### src/rtl/follow_robot_mode_controller_top_macros.svh
// Assertion macros shared by the follow robot mode controller RTL.
// Each macro expects a clock named clk and an active-low reset named rst_n in scope.
`ifndef FOLLOW_ROBOT_MODE_CONTROLLER_TOP_MACROS_SVH
`define FOLLOW_ROBOT_MODE_CONTROLLER_TOP_MACROS_SVH

// The condition must hold at every clock edge outside reset.
`define FRMC_ASSERT_ALWAYS(label, cond) \
    label: assert property (@(posedge clk) disable iff (!rst_n) (cond)) \
        else $error("frmc invariant violated");

// The consequent must hold in the same cycle as the antecedent.
`define FRMC_ASSERT_IMPL(label, ante, cons) \
    label: assert property (@(posedge clk) disable iff (!rst_n) (ante) |-> (cons)) \
        else $error("frmc implication violated");

// The consequent must hold in the cycle after the antecedent.
`define FRMC_ASSERT_NEXT(label, ante, cons) \
    label: assert property (@(posedge clk) disable iff (!rst_n) (ante) |=> (cons)) \
        else $error("frmc next-cycle implication violated");

`endif

### src/rtl/frmc_pkg.sv
// Package for the follow robot mode controller: widths, codes and shared types.
// It has no dependencies; every RTL module imports it.
package frmc_pkg;

    localparam int SAMPLE_BITS    = 12;
    localparam int DWELL_BITS     = 16;
    localparam int DWELL_OUT_BITS = DWELL_BITS + 1;
    localparam int CFG_IDX_BITS   = 3;
    localparam int CFG_DATA_BITS  = (DWELL_BITS > SAMPLE_BITS) ? DWELL_BITS : SAMPLE_BITS;
    localparam int MODE_BITS      = 2;
    localparam int SIDE_BITS      = 2;
    localparam int CMD_BITS       = 4;

    localparam logic [MODE_BITS-1:0] MODE_INACTIVE = 2'd0;
    localparam logic [MODE_BITS-1:0] MODE_OBJECT   = 2'd1;
    localparam logic [MODE_BITS-1:0] MODE_WALL     = 2'd2;

    localparam logic [SIDE_BITS-1:0] SIDE_NONE  = 2'd0;
    localparam logic [SIDE_BITS-1:0] SIDE_LEFT  = 2'd1;
    localparam logic [SIDE_BITS-1:0] SIDE_RIGHT = 2'd2;

    localparam logic [CMD_BITS-1:0] CMD_HOLD   = 4'd0;
    localparam logic [CMD_BITS-1:0] CMD_STOP   = 4'd1;
    localparam logic [CMD_BITS-1:0] CMD_FWD    = 4'd2;
    localparam logic [CMD_BITS-1:0] CMD_BACK   = 4'd3;
    localparam logic [CMD_BITS-1:0] CMD_LFWD   = 4'd4;
    localparam logic [CMD_BITS-1:0] CMD_LBACK  = 4'd5;
    localparam logic [CMD_BITS-1:0] CMD_RFWD   = 4'd6;
    localparam logic [CMD_BITS-1:0] CMD_RBACK  = 4'd7;
    localparam logic [CMD_BITS-1:0] CMD_RPIVOT = 4'd8;
    localparam logic [CMD_BITS-1:0] CMD_LPIVOT = 4'd9;
    localparam logic [CMD_BITS-1:0] CMD_FASTL  = 4'd10;
    localparam logic [CMD_BITS-1:0] CMD_FASTR  = 4'd11;
    localparam logic [CMD_BITS-1:0] CMD_SHARPL = 4'd12;
    localparam logic [CMD_BITS-1:0] CMD_SHARPR = 4'd13;

    localparam logic [CFG_IDX_BITS-1:0] REG_TOO_FAR      = 3'd0;
    localparam logic [CFG_IDX_BITS-1:0] REG_FOLLOW_FAR   = 3'd1;
    localparam logic [CFG_IDX_BITS-1:0] REG_FOLLOW_CLOSE = 3'd2;
    localparam logic [CFG_IDX_BITS-1:0] REG_TOO_CLOSE    = 3'd3;
    localparam logic [CFG_IDX_BITS-1:0] REG_PIVOT_DWELL  = 3'd4;
    localparam logic [CFG_IDX_BITS-1:0] REG_WALL_DWELL   = 3'd5;
    localparam logic [CFG_IDX_BITS-1:0] REG_OBJECT_DWELL = 3'd6;

    localparam logic [SAMPLE_BITS-1:0] RST_TOO_FAR      = SAMPLE_BITS'(600);
    localparam logic [SAMPLE_BITS-1:0] RST_FOLLOW_FAR   = SAMPLE_BITS'(1500);
    localparam logic [SAMPLE_BITS-1:0] RST_FOLLOW_CLOSE = SAMPLE_BITS'(2000);
    localparam logic [SAMPLE_BITS-1:0] RST_TOO_CLOSE    = SAMPLE_BITS'(3000);
    localparam logic [DWELL_BITS-1:0]  RST_PIVOT_DWELL  = DWELL_BITS'(1000);
    localparam logic [DWELL_BITS-1:0]  RST_WALL_DWELL   = DWELL_BITS'(500);
    localparam logic [DWELL_BITS-1:0]  RST_OBJECT_DWELL = DWELL_BITS'(500);

    typedef struct packed {
        logic [SAMPLE_BITS-1:0] too_far;
        logic [SAMPLE_BITS-1:0] fwd_edge;
        logic [SAMPLE_BITS-1:0] back_edge;
        logic [SAMPLE_BITS-1:0] close_limit;
        logic [DWELL_BITS-1:0]  pivot_dwell;
        logic [DWELL_BITS-1:0]  wall_dwell;
        logic [DWELL_BITS-1:0]  object_dwell;
    } cfg_t;

    typedef struct packed {
        logic                   req_type;
        logic [SAMPLE_BITS-1:0] ahead;
        logic [SAMPLE_BITS-1:0] left;
        logic [SAMPLE_BITS-1:0] right;
        logic                   sw1;
        logic                   sw2;
    } item_t;

    typedef struct packed {
        logic [MODE_BITS-1:0] mode;
        logic                 armed;
        logic                 acquired;
        logic [SIDE_BITS-1:0] side;
    } state_t;

    typedef struct packed {
        logic [CMD_BITS-1:0]       cmd;
        logic [DWELL_OUT_BITS-1:0] dwell;
        logic [MODE_BITS-1:0]      mode;
    } result_t;

endpackage

### src/rtl/frmc_cfg_regs.sv
// Configuration register file of the follow robot mode controller.
// Depends on frmc_pkg for register indexes, widths and reset values.
module frmc_cfg_regs (
    input  logic                             clk,
    input  logic                             rst_n,
    input  logic                             cfg_wen,
    input  logic [frmc_pkg::CFG_IDX_BITS-1:0]  cfg_index,
    input  logic [frmc_pkg::CFG_DATA_BITS-1:0] cfg_data,
    output frmc_pkg::cfg_t                   cfg
);
    import frmc_pkg::*;

    cfg_t cfg_reg;
    cfg_t cfg_next;

    always_comb
    begin
        cfg_next = cfg_reg;
        if (cfg_wen)
        begin
            unique case (cfg_index)
                REG_TOO_FAR:      cfg_next.too_far      = cfg_data[SAMPLE_BITS-1:0];
                REG_FOLLOW_FAR:   cfg_next.fwd_edge     = cfg_data[SAMPLE_BITS-1:0];
                REG_FOLLOW_CLOSE: cfg_next.back_edge    = cfg_data[SAMPLE_BITS-1:0];
                REG_TOO_CLOSE:    cfg_next.close_limit  = cfg_data[SAMPLE_BITS-1:0];
                REG_PIVOT_DWELL:  cfg_next.pivot_dwell  = cfg_data[DWELL_BITS-1:0];
                REG_WALL_DWELL:   cfg_next.wall_dwell   = cfg_data[DWELL_BITS-1:0];
                REG_OBJECT_DWELL: cfg_next.object_dwell = cfg_data[DWELL_BITS-1:0];
                default:          cfg_next = cfg_reg;
            endcase
        end
    end

    always_ff @(posedge clk or negedge rst_n)
    begin
        if (!rst_n)
        begin
            cfg_reg.too_far      <= RST_TOO_FAR;
            cfg_reg.fwd_edge     <= RST_FOLLOW_FAR;
            cfg_reg.back_edge    <= RST_FOLLOW_CLOSE;
            cfg_reg.close_limit  <= RST_TOO_CLOSE;
            cfg_reg.pivot_dwell  <= RST_PIVOT_DWELL;
            cfg_reg.wall_dwell   <= RST_WALL_DWELL;
            cfg_reg.object_dwell <= RST_OBJECT_DWELL;
        end
        else
        begin
            cfg_reg <= cfg_next;
        end
    end

    assign cfg = cfg_reg;

endmodule

### src/rtl/frmc_step.sv
// Decision logic of the follow robot mode controller: next state and result for one word.
// Purely combinational; depends on frmc_pkg for types and codes.
module frmc_step (
    input  frmc_pkg::cfg_t    cfg,
    input  frmc_pkg::state_t  state,
    input  frmc_pkg::item_t   item,
    output frmc_pkg::state_t  state_next,
    output frmc_pkg::result_t result
);
    import frmc_pkg::*;

    logic [DWELL_OUT_BITS-1:0] pivot_ext;
    logic [DWELL_OUT_BITS-1:0] wall_ext;
    logic [DWELL_OUT_BITS-1:0] object_ext;
    logic [DWELL_OUT_BITS-1:0] pivot_wall_sum;
    logic [DWELL_OUT_BITS-1:0] wall_twice;
    logic                      any_in_band;
    logic                      all_far;
    logic                      pick_left;
    logic                      pick_right;
    logic [SAMPLE_BITS-1:0]    lead;
    logic                      fwd_hit;
    logic                      back_hit;
    logic [CMD_BITS-1:0]       cmd_fwd;
    logic [CMD_BITS-1:0]       cmd_back;
    logic [SIDE_BITS-1:0]      side_now;
    logic [SAMPLE_BITS-1:0]    wall_lvl;

    function automatic logic in_band(input logic [SAMPLE_BITS-1:0] x,
                                     input cfg_t c);
        in_band = (x >= c.too_far) && (x <= c.close_limit);
    endfunction

    assign pivot_ext      = {1'b0, cfg.pivot_dwell};
    assign wall_ext       = {1'b0, cfg.wall_dwell};
    assign object_ext     = {1'b0, cfg.object_dwell};
    assign pivot_wall_sum = pivot_ext + wall_ext;
    assign wall_twice     = wall_ext + wall_ext;

    assign any_in_band = in_band(item.ahead, cfg) || in_band(item.left, cfg)
                         || in_band(item.right, cfg);
    assign all_far = (item.left < cfg.too_far) && (item.ahead < cfg.too_far)
                     && (item.right < cfg.too_far);

    // The ahead sensor wins every tie; left and right only win when strictly strongest.
    assign pick_left  = (item.left > item.ahead) && (item.left > item.right);
    assign pick_right = (item.right > item.ahead) && (item.right > item.left);

    always_comb
    begin
        lead     = item.ahead;
        cmd_fwd  = CMD_FWD;
        cmd_back = CMD_BACK;
        fwd_hit  = (item.ahead >= cfg.too_far) && (item.ahead <= cfg.fwd_edge);
        if (pick_left)
        begin
            lead     = item.left;
            cmd_fwd  = CMD_LFWD;
            cmd_back = CMD_LBACK;
            fwd_hit  = (item.left > cfg.too_far) && (item.left < cfg.fwd_edge);
        end
        else if (pick_right)
        begin
            lead     = item.right;
            cmd_fwd  = CMD_RFWD;
            cmd_back = CMD_RBACK;
            fwd_hit  = (item.right > cfg.too_far) && (item.right < cfg.fwd_edge);
        end
        back_hit = (lead < cfg.close_limit) && (lead > cfg.back_edge);
    end

    // A fresh wall run latches the nearer side on its first sample.
    assign side_now = (state.side != SIDE_NONE) ? state.side
                    : ((item.left < item.right) ? SIDE_RIGHT : SIDE_LEFT);
    assign wall_lvl = (side_now == SIDE_LEFT) ? item.left : item.right;

    always_comb
    begin
        state_next   = state;
        result.cmd   = CMD_HOLD;
        result.dwell = '0;
        if (item.req_type)
        begin
            if (item.sw1)
            begin
                state_next.armed = 1'b1;
                if (state_next.mode == MODE_INACTIVE)
                begin
                    state_next.mode     = MODE_OBJECT;
                    state_next.acquired = 1'b0;
                end
            end
            if (item.sw2 && state_next.armed)
            begin
                if (state_next.mode == MODE_WALL)
                begin
                    state_next.mode     = MODE_OBJECT;
                    state_next.side     = SIDE_NONE;
                    state_next.acquired = 1'b0;
                end
                else if (state_next.mode == MODE_OBJECT)
                begin
                    state_next.mode = MODE_WALL;
                end
            end
        end
        else if (state.mode == MODE_OBJECT)
        begin
            if (!state.acquired)
            begin
                state_next.acquired = any_in_band;
            end
            else
            begin
                result.dwell = object_ext;
                priority if (fwd_hit)
                begin
                    result.cmd = cmd_fwd;
                end
                else if (back_hit)
                begin
                    result.cmd = cmd_back;
                end
                else
                begin
                    result.cmd       = CMD_STOP;
                    state_next.mode  = MODE_INACTIVE;
                    state_next.armed = 1'b0;
                end
            end
        end
        else if (state.mode == MODE_WALL)
        begin
            state_next.side = side_now;
            priority if ((item.ahead > cfg.close_limit) && (wall_lvl > cfg.close_limit))
            begin
                result.cmd   = (side_now == SIDE_LEFT) ? CMD_RPIVOT : CMD_LPIVOT;
                result.dwell = pivot_wall_sum;
            end
            else if (wall_lvl > cfg.back_edge)
            begin
                result.cmd   = (side_now == SIDE_LEFT) ? CMD_FASTL : CMD_FASTR;
                result.dwell = pivot_ext;
            end
            else if ((wall_lvl < cfg.back_edge) && (wall_lvl > cfg.too_far))
            begin
                result.cmd   = (side_now == SIDE_LEFT) ? CMD_FASTR : CMD_FASTL;
                result.dwell = pivot_wall_sum;
            end
            else if (all_far)
            begin
                result.cmd   = (side_now == SIDE_LEFT) ? CMD_SHARPL : CMD_SHARPR;
                result.dwell = wall_twice;
            end
            else
            begin
                result.cmd   = CMD_STOP;
                result.dwell = '0;
            end
        end
        result.mode = state_next.mode;
    end

endmodule

### src/rtl/follow_robot_mode_controller_top.sv
// An accepted word is held in the input register; its result is then loaded into the result register.
// Throughput: one word per cycle while out_ready holds; the input register feeds one pass of compare logic
// that updates the mode state and loads the result register in the same cycle.
// Reset clears the mode to inactive, the armed, acquired and wall side state, both
// pipeline valid flags, and loads the default thresholds and dwell times.
module follow_robot_mode_controller_top (
    input  logic                                 clk,
    input  logic                                 rst_n,
    input  logic                                 in_valid,
    output logic                                 in_ready,
    input  logic                                 req_type,
    input  logic [frmc_pkg::SAMPLE_BITS-1:0]     ahead_level,
    input  logic [frmc_pkg::SAMPLE_BITS-1:0]     left_level,
    input  logic [frmc_pkg::SAMPLE_BITS-1:0]     right_level,
    input  logic                                 sw1_pressed,
    input  logic                                 sw2_pressed,
    output logic                                 out_valid,
    input  logic                                 out_ready,
    output logic [frmc_pkg::CMD_BITS-1:0]        motor_cmd,
    output logic [frmc_pkg::DWELL_OUT_BITS-1:0]  dwell_ticks,
    output logic [frmc_pkg::MODE_BITS-1:0]       led_color,
    output logic [frmc_pkg::MODE_BITS-1:0]       mode_now,
    input  logic                                 cfg_wen,
    input  logic [frmc_pkg::CFG_IDX_BITS-1:0]    cfg_index,
    input  logic [frmc_pkg::CFG_DATA_BITS-1:0]   cfg_data
);
    import frmc_pkg::*;

    cfg_t    cfg;
    item_t   item_reg;
    logic    item_valid_reg;
    state_t  state_reg;
    state_t  state_next;
    result_t result_reg;
    result_t result_next;
    logic    out_valid_reg;
    logic    advance;
    logic    in_fire;

    frmc_cfg_regs u_cfg (
        .clk       (clk),
        .rst_n     (rst_n),
        .cfg_wen   (cfg_wen),
        .cfg_index (cfg_index),
        .cfg_data  (cfg_data),
        .cfg       (cfg)
    );

    frmc_step u_step (
        .cfg        (cfg),
        .state      (state_reg),
        .item       (item_reg),
        .state_next (state_next),
        .result     (result_next)
    );

    // The held word moves into the result register whenever that register is free or drains.
    assign advance  = item_valid_reg && (!out_valid_reg || out_ready);
    assign in_ready = !item_valid_reg || advance;
    assign in_fire  = in_valid && in_ready;

    always_ff @(posedge clk or negedge rst_n)
    begin
        if (!rst_n)
        begin
            item_valid_reg <= 1'b0;
            out_valid_reg  <= 1'b0;
            state_reg      <= '{mode: MODE_INACTIVE, armed: 1'b0, acquired: 1'b0,
                                side: SIDE_NONE};
        end
        else
        begin
            if (in_ready)
            begin
                item_valid_reg <= in_valid;
            end
            if (advance)
            begin
                out_valid_reg <= 1'b1;
                state_reg     <= state_next;
            end
            else if (out_ready)
            begin
                out_valid_reg <= 1'b0;
            end
        end
    end

    always_ff @(posedge clk)
    begin
        if (in_fire)
        begin
            item_reg <= '{req_type: req_type, ahead: ahead_level, left: left_level,
                          right: right_level, sw1: sw1_pressed, sw2: sw2_pressed};
        end
        if (advance)
        begin
            result_reg <= result_next;
        end
    end

    assign out_valid   = out_valid_reg;
    assign motor_cmd   = result_reg.cmd;
    assign dwell_ticks = result_reg.dwell;
    assign led_color   = result_reg.mode;
    assign mode_now    = result_reg.mode;

`include "follow_robot_mode_controller_top_macros.svh"

    `FRMC_ASSERT_IMPL(a_side_only_in_wall, state_reg.side != SIDE_NONE, state_reg.mode == MODE_WALL)
    `FRMC_ASSERT_IMPL(a_active_means_armed, state_reg.mode != MODE_INACTIVE, state_reg.armed)
    `FRMC_ASSERT_IMPL(a_hold_has_no_dwell, out_valid_reg && (result_reg.cmd == CMD_HOLD), result_reg.dwell == '0)
    `FRMC_ASSERT_NEXT(a_accept_fills_stage, in_fire, item_valid_reg)

endmodule

### config.mk
export PLATFORM = sky130hd
export DESIGN_NAME = follow_robot_mode_controller_top
export DESIGN_NICKNAME = d
export VERILOG_FILES = /design/src/rtl/frmc_pkg.sv /design/src/rtl/frmc_cfg_regs.sv /design/src/rtl/frmc_step.sv /design/src/rtl/follow_robot_mode_controller_top.sv
export VERILOG_INCLUDE_DIRS = /design/src /design/src/rtl
export SDC_FILE = /design/constraint.sdc
export NUM_CORES = 1
export LEC_CHECK = 0
export ABC_AREA = 0
export BUFFER_PORTS_ARGS = -buffer_cell sky130_fd_sc_hd__clkbuf_2
export CELL_PAD_IN_SITES_DETAIL_PLACEMENT = 0
export CELL_PAD_IN_SITES_GLOBAL_PLACEMENT = 1
export CORE_MARGIN = 2
export CORE_UTILIZATION = 45
export CTS_BUF_LIST = sky130_fd_sc_hd__clkbuf_8
export DETAILED_ROUTE_END_ITERATION = 8
export PLACE_DENSITY = 0.78
export SLEW_MARGIN = 20
export SYNTH_ARGS = -nofsm -noshare
export SYNTH_HDL_FRONTEND = slang
export SYNTH_SLANG_ARGS = --single-unit
export TNS_END_PERCENT = 20
### constraint.sdc
create_clock -name clk -period 5.59 [get_ports clk]
set_clock_uncertainty 0.15 [all_clocks]
set_input_delay 1.677 -clock clk [delete_from_list [all_inputs] [get_ports clk]]
set_output_delay 1.677 -clock clk [all_outputs]
set_load 0.05 [all_outputs]
==> results of run 1 <==
layout make-up:
cell class              count  area (um2)
well taps                 341         427
fillers                  2549       13100
clock buffers              17         234
flip-flops and latches    166        4520
multi-input cells         946        7340
inverters                  87         327
clock inverters            15         208
repair buffers            123         707
report_power, final:
group	internal, mW	switching [mW]	total [mW]
logic	0.962	1.53	2.49
clock network	0.390	0.580	0.970
registers	1.54	0.163	1.71
cell usage in the layout (no fill, tap or decap), types with 5 or more instances in the layout:
cell type / instances
sky130_fd_sc_hd__nand4_1: 44
sky130_fd_sc_hd__a21oi_1: 99
sky130_fd_sc_hd__clkbuf_2: 88
sky130_fd_sc_hd__dfstp_2: 42
sky130_fd_sc_hd__inv_1: 87
sky130_fd_sc_hd__a211oi_1: 10
sky130_fd_sc_hd__xnor2_1: 9
sky130_fd_sc_hd__nor2_1: 43
sky130_fd_sc_hd__ha_1: 217
sky130_fd_sc_hd__nor2b_1: 22
sky130_fd_sc_hd__mux2_2: 65
sky130_fd_sc_hd__o21a_1: 11
sky130_fd_sc_hd__nand3_1: 24
sky130_fd_sc_hd__o211ai_1: 20
sky130_fd_sc_hd__dfrtp_1: 62
sky130_fd_sc_hd__nand2_1: 91
sky130_fd_sc_hd__buf_4: 34
sky130_fd_sc_hd__a211o_1: 6
sky130_fd_sc_hd__o22ai_1: 10
sky130_fd_sc_hd__nor3_1: 21
sky130_fd_sc_hd__clkbuf_8: 17
sky130_fd_sc_hd__a21o_1: 50
sky130_fd_sc_hd__nand2b_1: 17
sky130_fd_sc_hd__o21ai_0: 96
sky130_fd_sc_hd__clkinv_8: 6
sky130_fd_sc_hd__a31oi_1: 8
sky130_fd_sc_hd__inv_6: 5
sky130_fd_sc_hd__edfxtp_1: 62
path summary, 6_finish.rpt:
check	from	to	slack (ns)	cells after the start
min	item_valid_reg	out_valid	0.34	1
max in group asynchronous	rst_n	u_cfg.cfg[79]	3.28	2
min in group asynchronous	rst_n	u_cfg.cfg[9]	1.10	1
min reg2reg	item_valid_reg	out_valid	0.34	1
max reg2reg	item_reg[27]	motor_cmd[1]	0.33	18
max	item_reg[27]	motor_cmd[1]	0.33	18
per-layer routing:
| metal | global-route usage (%) | vias to the layer above | routed length, um |
|---|---|---|---|
| li1 | - | 4832 | - |
| met1 | 34.0 | 4924 | 16200 |
| met2 | 45.7 | 282 | 17800 |
| met3 | 3.31 | 58 | 1620 |
| met4 | 9.59 | 0 | 1190 |
| met5 | 0 | - | 0 |
logic make-up after synthesis:
group           share of synthesized area, %
xor+xnor                               0.855
flops                                   36.7
fa+ha+maj                               22.2
buf+inv                                 3.95
mux                                     6.20
compound gates                          18.0
simple gates                            12.1
synth_stat cells (all sizes together) (6+ instances only):
master / count
a21o: 50
o211ai: 22
dfrtp: 62
nor2: 44
nand4: 44
o21a: 11
inv: 87
nand3: 24
nor2b: 22
dfstp: 42
xnor2: 9
buf: 12
nand2b: 17
clkbuf: 24
o21ai: 99
a211o: 6
a211oi: 10
nor3: 23
ha: 217
nand2: 91
o22ai: 10
mux2: 65
a21oi: 101
a31oi: 8
edfxtp: 62
worst max-delay path, delay by kind of cell, from the launching register on:
kind / cells / cell delay [ns]
simple gates: 4 / 0.99
fa+ha+maj: 2 / 0.61
buf+inv: 1 / 0.13
compound gates: 11 / 2.61
flops: 1 / 0.53
stage by stage:
step                      hold slack, ns  utilization (%)  instances  worst slack, ns  power, mW
after floorplan                    0.307                -       1235            0.897       3.46
after global placement             0.330             49.4       1662            0.215       4.13
after detailed placement           0.328             49.5       1662           0.0877       4.19
after CTS                          0.346             51.1       1694           0.0675       5.16
after global routing               0.368             51.2       1695           0.0487       5.54
final                              0.341             51.2       1695            0.326       5.17
timing repair:
item                                    CTS  global route
hold endpoints to repair                  0             0
endpoints found under the setup margin    0            10
resized for setup                         0             2
setup buffers                             0             0
==> out/results.md, run 1 <==
| Metric | This run |
| --- | --- |
| Ys flop type | sky130_fd_sc_hd__edfxtp_1 |
| Inserted Clock Buffers | 17 |
| First-pass GRT wire length | 57,300 um |
| Slew Limit Headroom | 34.8% |
| Via count of the first global-routing pass | 10,233 |
| Critical Path End Type | flip-flop |
| Class of the most critical setup path | reg -> reg |
| Growth of design area from synthesis to finish | 11.9% |
| CTS max path bufs | 2 |
| Arrival time reported for the critical path endpoint | 5.36 ns |
| Max Cap Violations | 0 |
| Total via count in the routed design | 10,096 |
| Count of TritonRoute iterations in the first routing pass | 5 |
| Result of the run | completed |
| Summed instance area of the synthesized netlist | 12,300 um2 |
| Top-level I/O count | 90 |
| Total nets after synthesis | 1,516 |
| Sum of net half-perimeters after detailed placement | 28,700 um |
| Clock sink total | 166 |
| Chip Height | 169 um |
| Residual overflow from global routing | 0 |
| Initial detailed-routing violation count | 690 |
| Startpoint kind of the worst setup timing path | flip-flop |
| Crit-path cells | inv_1 -> ha_1 -> nor2b_1 -> o211ai_1 -> a211oi_1 -> o41ai_1 -> nand2b_1 -> nor2_1 -> a21oi_1 -> ha_1 -> a21o_1 -> a21o_1 -> a21oi_1 -> o21ai_0 -> a221oi_1 -> nor3_1 -> o211ai_1 -> o21ai_0 |
| Cell chosen for the clock root | sky130_fd_sc_hd__clkbuf_8 |
| Clk Latency, worst-skew pair | 0.50 ns |
| Final-layout setup total negative slack | 0 ns |
| Remaining antenna violation count after routing | 0 |
| Hold Crit Class | reg -> reg |
| Initial antenna violation count | 0 |
| Fraction of registers with async set/reset | 62.7% |
| Total Nets Final | 1,622 |
| Portion of the clock cycle consumed by the worst path in the final layout | 94.2% |
| Setup repair after global routing missed its margin | no |
| Clock-pin slew reported for the worst setup and hold paths after clock tree synthesis | 0.11 ns |
| Max Slew Vio Count | 0 |
| Initial Utilization | 45.8% |
| Post-route DRC violation count | 0 |
| Ratio of cells with drive above 1 in the final layout | 20.8% |
| Top cell type by total area after synthesis | sky130_fd_sc_hd__ha_1 |
| Largest net degree at the start of global routing | 54 |
| Diode insertion count for antenna repair | 0 |
| Cell types occupying the most area after synthesis | sky130_fd_sc_hd__ha_1 (22%), sky130_fd_sc_hd__edfxtp_1 (15%), sky130_fd_sc_hd__dfrtp_1 (13%) |
| Achievable clock frequency | 0.190 GHz |
| Req. time, crit path | 5.68 ns |
| Non-Filler Cell Area, Final | 13,800 um2 |
| Deepest level of the CTS H-tree | 4 |
| Die width | 169 um |
| Worst path slowest cell | sky130_fd_sc_hd__o41ai_1 |
| Floorplan core area | 26,900 um2 |
| Tot GR Track Use | 26.4% |
| Final Routed Wirelength | 36,800 um |
| Average wire per cell in the routed design | 21.7 um |
| Number of synthesized flops with an enable pin | 62 |
| Tmin final | 5.26 ns |
| Transition time of the tightest slew-check pin | 0.978 ns |
| Row Count | 60 |
| Synthesized flop and latch total | 166 |
| Synth unique cells | 67 |
| Power density of the placed cells | 376 nW/um2 |
| Leakage power summed over all cells | 6.26 nW |
| Full die area | 28,700 um2 |
| Via density | 5.96 |
| Post-DP Area | 13,300 um2 |
| Worst path max stage delay | 0.63 ns |
| Worst ir drop on vdd | 0.203 mV |
| Portion of synthesized cell area occupied by the leading cell type | 22.1% |
| Routability congestion estimate from global placement | 0.958 |
| Count of endpoints failing hold in the final timing report | 0 |
| Number of buffer cells added on primary ports | 89 |
| Post-synthesis sequential area ratio | 36.7% |
| Max reg flops | 96 |
| Largest fanout on the critical path | 16 |
| Count of endpoints failing setup in the final report | 0 |
| Clock tree from TritonCTS | yes |
| Average cell area after synthesis | 9.96 um2 |
| Post-Syn Instances | 1,235 |
| Syn. warnings | 0 |
| Hold bufs inserted after CTS | 0 |
No activity file was read; power rests on OpenSTA's default activity.
==> run 2: changes to the inputs <==
- CORE_UTILIZATION: 45 -> 50
- CTS_CLUSTER_DIAMETER: not set -> 50
- PLACE_DENSITY: 0.78 -> 0.85
==> run 2 against run 1 <==
Compared with the run above: flip-flop and latch count is the same; register-to-register slack is essentially flat; worst setup slack lost 0.0013 ns; highest routed layer unchanged; sequential share of layout area is essentially flat; combinational power is essentially flat; first-iteration DRC count shrank 4.8%; utilization grew 5.5 points; maximum frequency is essentially flat; sequential power is essentially flat.
==> out/results.md, run 2 (same netlist as run 1, synthesis figures left out) <==
| Metric | This run | Change |
| --- | --- | --- |
| Critical Path End Type | flip-flop |  |
| First-pass GRT wire length | 56,400 um | -1.5% |
| Largest fanout on the critical path | 13 | -3 |
| Class of the most critical setup path | reg -> reg |  |
| Tmin final | 5.27 ns | +0.00127 ns |
| CTS max path bufs | 2 | unchanged |
| Worst ir drop on vdd | 0.150 mV | -26% |
| Share of power burned in registers | 33.2% | +0.2 points |
| Number of buffer cells added on primary ports | 89 | unchanged |
| Length in cells of the worst reg-to-reg path | 19 | +1 |
| Post-layout util | 56.7% | +5.5 points |
| Routability congestion estimate from global placement | 1.01 | +5.2% |
| Top-level I/O count | 90 | unchanged |
| Clock tree from TritonCTS | yes |  |
| Clk network pwr share | 18.0% | -0.8 points |
| Residual overflow from global routing | 0 | unchanged |
| Largest net degree at the start of global routing | 42 | -22% |
| Number of cells on the worst hold path | 1 | unchanged |
| Portion of the clock cycle consumed by the worst path in the final layout | 94.2% | about the same |
| FF-to-FF Start | item_reg[27] |  |
| HP Start | u_cfg.cfg[12] |  |
| Max reg flops | 96 | unchanged |
| Final-layout setup total negative slack | 0 ns | unchanged |
| Post-route DRC violation count | 0 | unchanged |
| Part of the total power dissipated in combinational logic | 48.8% | +0.6 points |
| Max Slew Vio Count | 0 | unchanged |
| Net Sw Frac | 42.6% | -1.4 points |
| Worst path slowest cell | sky130_fd_sc_hd__o41ai_1 |  |
| Arrival time reported for the critical path endpoint | 5.34 ns | -0.02 ns |
| Max Cap Violations | 0 | unchanged |
| Achievable clock frequency | 0.190 GHz | about the same |
| Cell-internal power | 2.93 mW | +1.1% |
| Worst path max stage delay | 0.66 ns | +0.03 ns |
| Result of the run | completed |  |
| Minimum setup slack among reg-to-reg paths | 0.32 ns | about the same |
| Clock sink total | 166 | unchanged |
| Via density | 6.02 | +1.1% |
| Hold Crit Class | reg -> reg |  |
| Total via count in the routed design | 10,153 | +0.56% |
| Req. time, crit path | 5.66 ns | -0.02 ns |
| Count of TritonRoute iterations in the first routing pass | 6 | +1 |
| Power density of the placed cells | 371 nW/um2 | -1.2% |
| Initial detailed-routing violation count | 657 | -4.8% |
| Deepest level of the CTS H-tree | 4 | unchanged |
| WHS Endpoint | u_cfg.cfg[12] |  |
| Count of endpoints failing hold in the final timing report | 0 | unchanged |
| Net switching power | 2.17 mW | -4.4% |
| Commonest cells after routing, fill and taps aside | sky130_fd_sc_hd__ha_1 (217), sky130_fd_sc_hd__a21oi_1 (99), sky130_fd_sc_hd__o21ai_0 (96), sky130_fd_sc_hd__nand2_1 (91) |  |
| Most common library cell in the layout ignoring fill and taps | sky130_fd_sc_hd__ha_1 |  |
| Cell chosen for the clock root | sky130_fd_sc_hd__clkbuf_8 |  |
| Total Nets Final | 1,630 | +0.49% |
| Clk Latency, worst-skew pair | 0.49 ns | about the same |
| Slew Limit Headroom | 22.0% | -13 points |
| Growth of design area from synthesis to finish | 11.8% | about the same |
| Reg-to-reg endpoint | motor_cmd[1] |  |
| Sum of net half-perimeters after detailed placement | 28,200 um | -1.9% |
| Tot GR Track Use | 28.6% | +2.2 points |
| Final Routed Wirelength | 35,900 um | -2.3% |
| Diode insertion count for antenna repair | 0 | unchanged |
| Full die area | 25,900 um2 | -9.8% |
| Transition time of the tightest slew-check pin | 1.17 ns | +0.187 ns |
| Row Count | 57 | -5.0% |
| Chip Height | 161 um | -5.0% |
| Count of endpoints failing setup in the final report | 0 | unchanged |
| Floorplan core area | 24,200 um2 | -9.8% |
| Die width | 161 um | -5.0% |
| Startpoint kind of the worst setup timing path | flip-flop |  |
| Via count of the first global-routing pass | 10,235 | +0.020% |
| Inserted Clock Buffers | 17 | unchanged |
| Crit-path cells | inv_1 -> ha_1 -> nor2b_1 -> o211ai_1 -> a211oi_1 -> o41ai_1 -> nand2b_2 -> nor2_1 -> a21oi_1 -> ha_1 -> nor2b_1 -> o21ai_0 -> nand2b_1 -> a21oi_1 -> o21ai_0 -> a221oi_1 -> nor3_1 -> o211ai_1 -> o21ai_0 |  |
| Remaining antenna violation count after routing | 0 | unchanged |
| Leakage power summed over all cells | 6.29 nW | +0.50% |
| Top cell by count, worst path | sky130_fd_sc_hd__o21ai_0 |  |
| Clock-pin slew reported for the worst setup and hold paths after clock tree synthesis | 0.10 ns | about the same |
| Fillers | 2,207 | -13% |
| Setup repair after global routing missed its margin | no |  |
| Initial antenna violation count | 0 | unchanged |
| Ratio of cells with drive above 1 in the final layout | 21.1% | +0.24 points |
| Initial Utilization | 50.7% | +5.0 points |
| Average wire per cell in the routed design | 21.3 um | -1.8% |
run 2: changes by cell type in the layout (fill, tap and decap cells not counted), sizes merged:
cell    before  now
bufinv       1    2
inv         94   96
buf         35   43
clkinv       7    4
run 2: repair_timing:
item                                    in CTS  in global routing
endpoints found under the setup margin       0                  3
resized for setup                            0                  2
buffers inserted                             0                  0
hold buffers                                 0                  0
run 2: area by class of cell:
class | instances | area (um2) | share of cell area (%)
clock buffers | 17 | 234 | 1.70
clock inverters | 15 | 169 | 1.23
inverters | 87 | 327 | 2.38
multi-input cells | 946 | 7330 | 53.3
flip-flops and latches | 166 | 4520 | 32.9
well taps | 324 | 405 | 2.95
repair buffers | 131 | 763 | 5.55
run 2: how the worst max path moves through the flow:
stage               slack, ns         endpoint          from
floorplan                0.90  dwell_ticks[11]  item_reg[15]
global placement         0.42  dwell_ticks[15]  item_reg[15]
detailed placement       0.34  dwell_ticks[15]   item_reg[3]
CTS                      0.32  dwell_ticks[15]   item_reg[3]
global route             0.08   dwell_ticks[3]   item_reg[3]
finish                   0.32     motor_cmd[1]  item_reg[27]
run 2: routing by layer:
metal	routed length [um]	part of all wire, %	track usage, %
met1	15400	43	36.4
met3	1760	4.9	3.74
met5	0	0	0
met2	17400	48	49.3
met4	1430	4.0	11.7
run 2: power groups by stage:
| stage | Sequential (mW) | Clock (mW) | Combinational, mW |
|---|---|---|---|
| final | 1.69 | 0.916 | 2.49 |
| after detailed placement | 1.72 | 0 | 2.45 |
| after CTS | 1.69 | 0.929 | 2.47 |
| after global placement | 1.71 | 0 | 2.40 |
| after global routing | 1.72 | 0.975 | 2.79 |
| after floorplan | 1.76 | 0 | 1.70 |
run 2: through the flow:
step	hold slack [ns]	power (mW)	cell area (um2)	instances	setup slack, ns
floorplan	0.307	3.46	12300	1235	0.897
detailed placement	0.348	4.17	13300	1654	0.340
CTS	0.372	5.09	13700	1686	0.323
finish	0.367	5.10	13700	1686	0.324
global placement	0.321	4.11	13300	1654	0.424
global route	0.386	5.48	13700	1686	0.0829
run 2: worst max-delay path, delay by kind of cell, from the launching register on:
| kind | cells | cell delay, ns |
|---|---|---|
| adder cells (fa/ha/maj) | 2 | 0.60 |
| AO/OA/AOI/OAI | 10 | 2.57 |
| flip-flops | 1 | 0.54 |
| AND/OR/NAND/NOR | 6 | 1.00 |
| buffers and inverters | 1 | 0.13 |
==> run 3: changes to the inputs <==
- CELL_PAD_IN_SITES_DETAIL_PLACEMENT: 0 -> 2
- CELL_PAD_IN_SITES_GLOBAL_PLACEMENT: 1 -> 2
- CORE_UTILIZATION: 50 -> 41
==> run 3 against run 2 <==
Compared with the run above: total power increased by 4.6%; via count increased by 3.2%; critical endpoint unchanged; largest power group unchanged; highest routed layer unchanged; wire length increased by 23%; sequential share of layout area about the same.
==> out/results.md, run 3 (same netlist as run 1, synthesis figures left out) <==
| Metric | This run | Change |
| --- | --- | --- |
| Inserted Clock Buffers | 17 | unchanged |
| Count of endpoints failing setup in the final report | 0 | unchanged |
| Via count of the first global-routing pass | 11,896 | +16% |
| Worst ir drop on vdd | 0.193 mV | +29% |
| Residual overflow from global routing | 0 | unchanged |
| Final Instance Count excl. Fillers | 1,740 | +3.2% |
| Startpoint kind of the worst setup timing path | flip-flop |  |
| CTS max path bufs | 2 | unchanged |
| First-pass GRT wire length | 68,500 um | +21% |
| Number of cells after detailed placement | 1,707 | +3.2% |
| Diode insertion count for antenna repair | 0 | unchanged |
| Post-CTS Repair Setup Buffers | 0 | unchanged |
| Result of the run | completed |  |
| Cell family with the largest share of critical-path delay | compound AO/OA/AOI/OAI gates |  |
| Clock-pin slew reported for the worst setup and hold paths after clock tree synthesis | 0.11 ns | about the same |
| Count of TritonRoute iterations in the first routing pass | 5 | -1 |
| Total Nets Final | 1,618 | -0.74% |
| Hold Crit Class | reg -> reg |  |
| Initial detailed-routing violation count | 470 | -28% |
| Number of buffer cells added on primary ports | 89 | unchanged |
| Max Slew Vio Count | 0 | unchanged |
| Remaining antenna violation count after routing | 0 | unchanged |
| Leakage power summed over all cells | 6.22 nW | -1.1% |
| Initial antenna violation count | 0 | unchanged |
| Tot GR Track Use | 29.3% | +0.69 points |
| Largest net degree at the start of global routing | 77 | +83% |
| Post-layout util | 46.4% | -10 points |
| Die width | 177 um | +10% |
| Buffers and inverters on the worst path | 2 | +1 |
| Average wire per cell in the routed design | 25.4 um | +19% |
| Clock tree from TritonCTS | yes |  |
| Transition time of the tightest slew-check pin | 1.04 ns | -0.123 ns |
| Growth of design area from synthesis to finish | 11.6% |  |
| Worst path max stage delay | 0.53 ns | -0.13 ns |
| Commonest cells after routing, fill and taps aside | sky130_fd_sc_hd__ha_1 (217), sky130_fd_sc_hd__a21oi_1 (99), sky130_fd_sc_hd__o21ai_0 (94), sky130_fd_sc_hd__nand2_1 (90), sky130_fd_sc_hd__clkbuf_2 (88) |  |
| Portion of the clock cycle consumed by the worst path in the final layout | 95.4% | +1.2 points |
| Achievable clock frequency | 0.188 GHz | -1.2% |
| Total via count in the routed design | 10,478 | +3.2% |
| Row Count | 63 | +11% |
| Count of endpoints failing hold in the final timing report | 0 | unchanged |
| Class of the most critical setup path | reg -> reg |  |
| Max reg flops | 96 | unchanged |
| Final Routed Wirelength | 44,200 um | +23% |
| Clock sink total | 166 | unchanged |
| Req. time, crit path | 5.68 ns | +0.02 ns |
| Top-level I/O count | 90 | unchanged |
| Ratio of cells with drive above 1 in the final layout | 20.4% | -0.63 points |
| Deepest level of the CTS H-tree | 4 | unchanged |
| Crit-path cells | inv_1 -> ha_1 -> nand4_1 -> a211o_1 -> a31oi_1 -> nand2_1 -> buf_4 -> nor2_1 -> a21oi_1 -> a21oi_1 -> ha_1 -> nor2b_1 -> o21ai_0 -> nand2b_1 -> a21oi_1 -> o21ai_0 -> a221oi_1 -> nor3_1 -> o211ai_1 -> o21ai_0 |  |
| Cell chosen for the clock root | sky130_fd_sc_hd__clkbuf_8 |  |
| Hold bufs inserted after CTS | 0 | unchanged |
| Total power of the final layout | 5.33 mW | +4.6% |
| Setup Slack @ Placement | 0.238 ns | -0.103 ns |
| Max Cap Violations | 0 | unchanged |
| Initial Utilization | 41.6% | -9.1 points |
| Tmin final | 5.33 ns | +0.0651 ns |
| Setup repair after global routing missed its margin | no |  |
| Power density of the placed cells | 388 nW/um2 | +4.7% |
| Chip Height | 177 um | +10% |
| Via density | 6.02 | about the same |
| Arrival time reported for the critical path endpoint | 5.42 ns | +0.08 ns |
| Sum of net half-perimeters after detailed placement | 34,700 um | +23% |
| Critical Path End Type | flip-flop |  |
| Worst path slowest cell | sky130_fd_sc_hd__edfxtp_1 |  |
| Post-route DRC violation count | 0 | unchanged |
| Clk Latency, worst-skew pair | 0.52 ns | +0.03 ns |
| Floorplan core area | 29,600 um2 | +22% |
| Most common library cell in the layout ignoring fill and taps | sky130_fd_sc_hd__ha_1 |  |
| Routability congestion estimate from global placement | 0.902 | -11% |
| Largest fanout on the critical path | 8 | -5 |
| Final-layout setup total negative slack | 0 ns | unchanged |
| Fillers | 3,140 | +42% |
| Least setup slack across all paths after layout | 0.259 ns | -0.0651 ns |
| Full die area | 31,400 um2 | +21% |
| Slew Limit Headroom | 30.1% | +8.0 points |
==> run 3: changes by cell type in the layout (fill, tap and decap cells not counted), sizes merged <==
cell | previous run | this run
inv | 96 | 97
clkinvlp | 0 | 1
clkinv | 4 | 3
buf | 43 | 31
bufinv | 2 | 1
==> run 3: power by group <==
part | total, mW | internal, mW | switching, mW
Clock | 0.923 | 0.372 | 0.551
Combinational | 2.68 | 0.994 | 1.68
Sequential | 1.73 | 1.54 | 0.186
==> run 3: final cells by class <==
| cell class | count | area, um2 | area share [%] |
|---|---|---|---|
| Multi-Input combinational cell | 946 | 7320 | 53.3 |
| Inverter | 87 | 327 | 2.38 |
| Timing Repair Buffer | 119 | 681 | 4.96 |
| Sequential cell | 166 | 4520 | 32.9 |
| Clock buffer | 17 | 234 | 1.70 |
| Clock inverter | 15 | 160 | 1.17 |
| Tap cell | 390 | 488 | 3.55 |
==> run 3: final timing paths <==
check / from / to / slack [ns] / depth (start not counted)
max: item_reg[33] / motor_cmd[1] / 0.26 / 20
min: item_valid_reg / out_valid / 0.36 / 1
max reg2reg: item_reg[33] / motor_cmd[1] / 0.26 / 20
min reg2reg: item_valid_reg / out_valid / 0.36 / 1
max in group asynchronous: rst_n / u_cfg.cfg[67] / 3.32 / 2
min in group asynchronous: rst_n / u_cfg.cfg[43] / 1.03 / 1
==> run 3: routing by layer <==
layer,vias to the layer above,routed length [um],track usage [%],part of all wire (%)
met5,-,0,0,0
met4,0,1700,12.2,3.8
met3,74,1140,4.21,2.6
met2,208,23200,53.4,53
met1,5388,18100,34.2,41
li1,4808,-,-,-
==> run 3: through the flow <==
| stage | area [um2] | hold slack, ns |
|---|---|---|
| CTS | 13700 | 0.371 |
| global route | 13700 | 0.391 |
| global placement | 13300 | 0.319 |
| finish | 13700 | 0.362 |
| detailed placement | 13300 | 0.347 |
| floorplan | 12300 | 0.307 |
==> run 3: timing repair <==
| item | 4_1_cts | 5_1_grt |
|---|---|---|
| gates resized for setup | 0 | 4 |
| endpoints found under the hold margin | 0 | 0 |
| setup endpoints to repair | 0 | 12 |
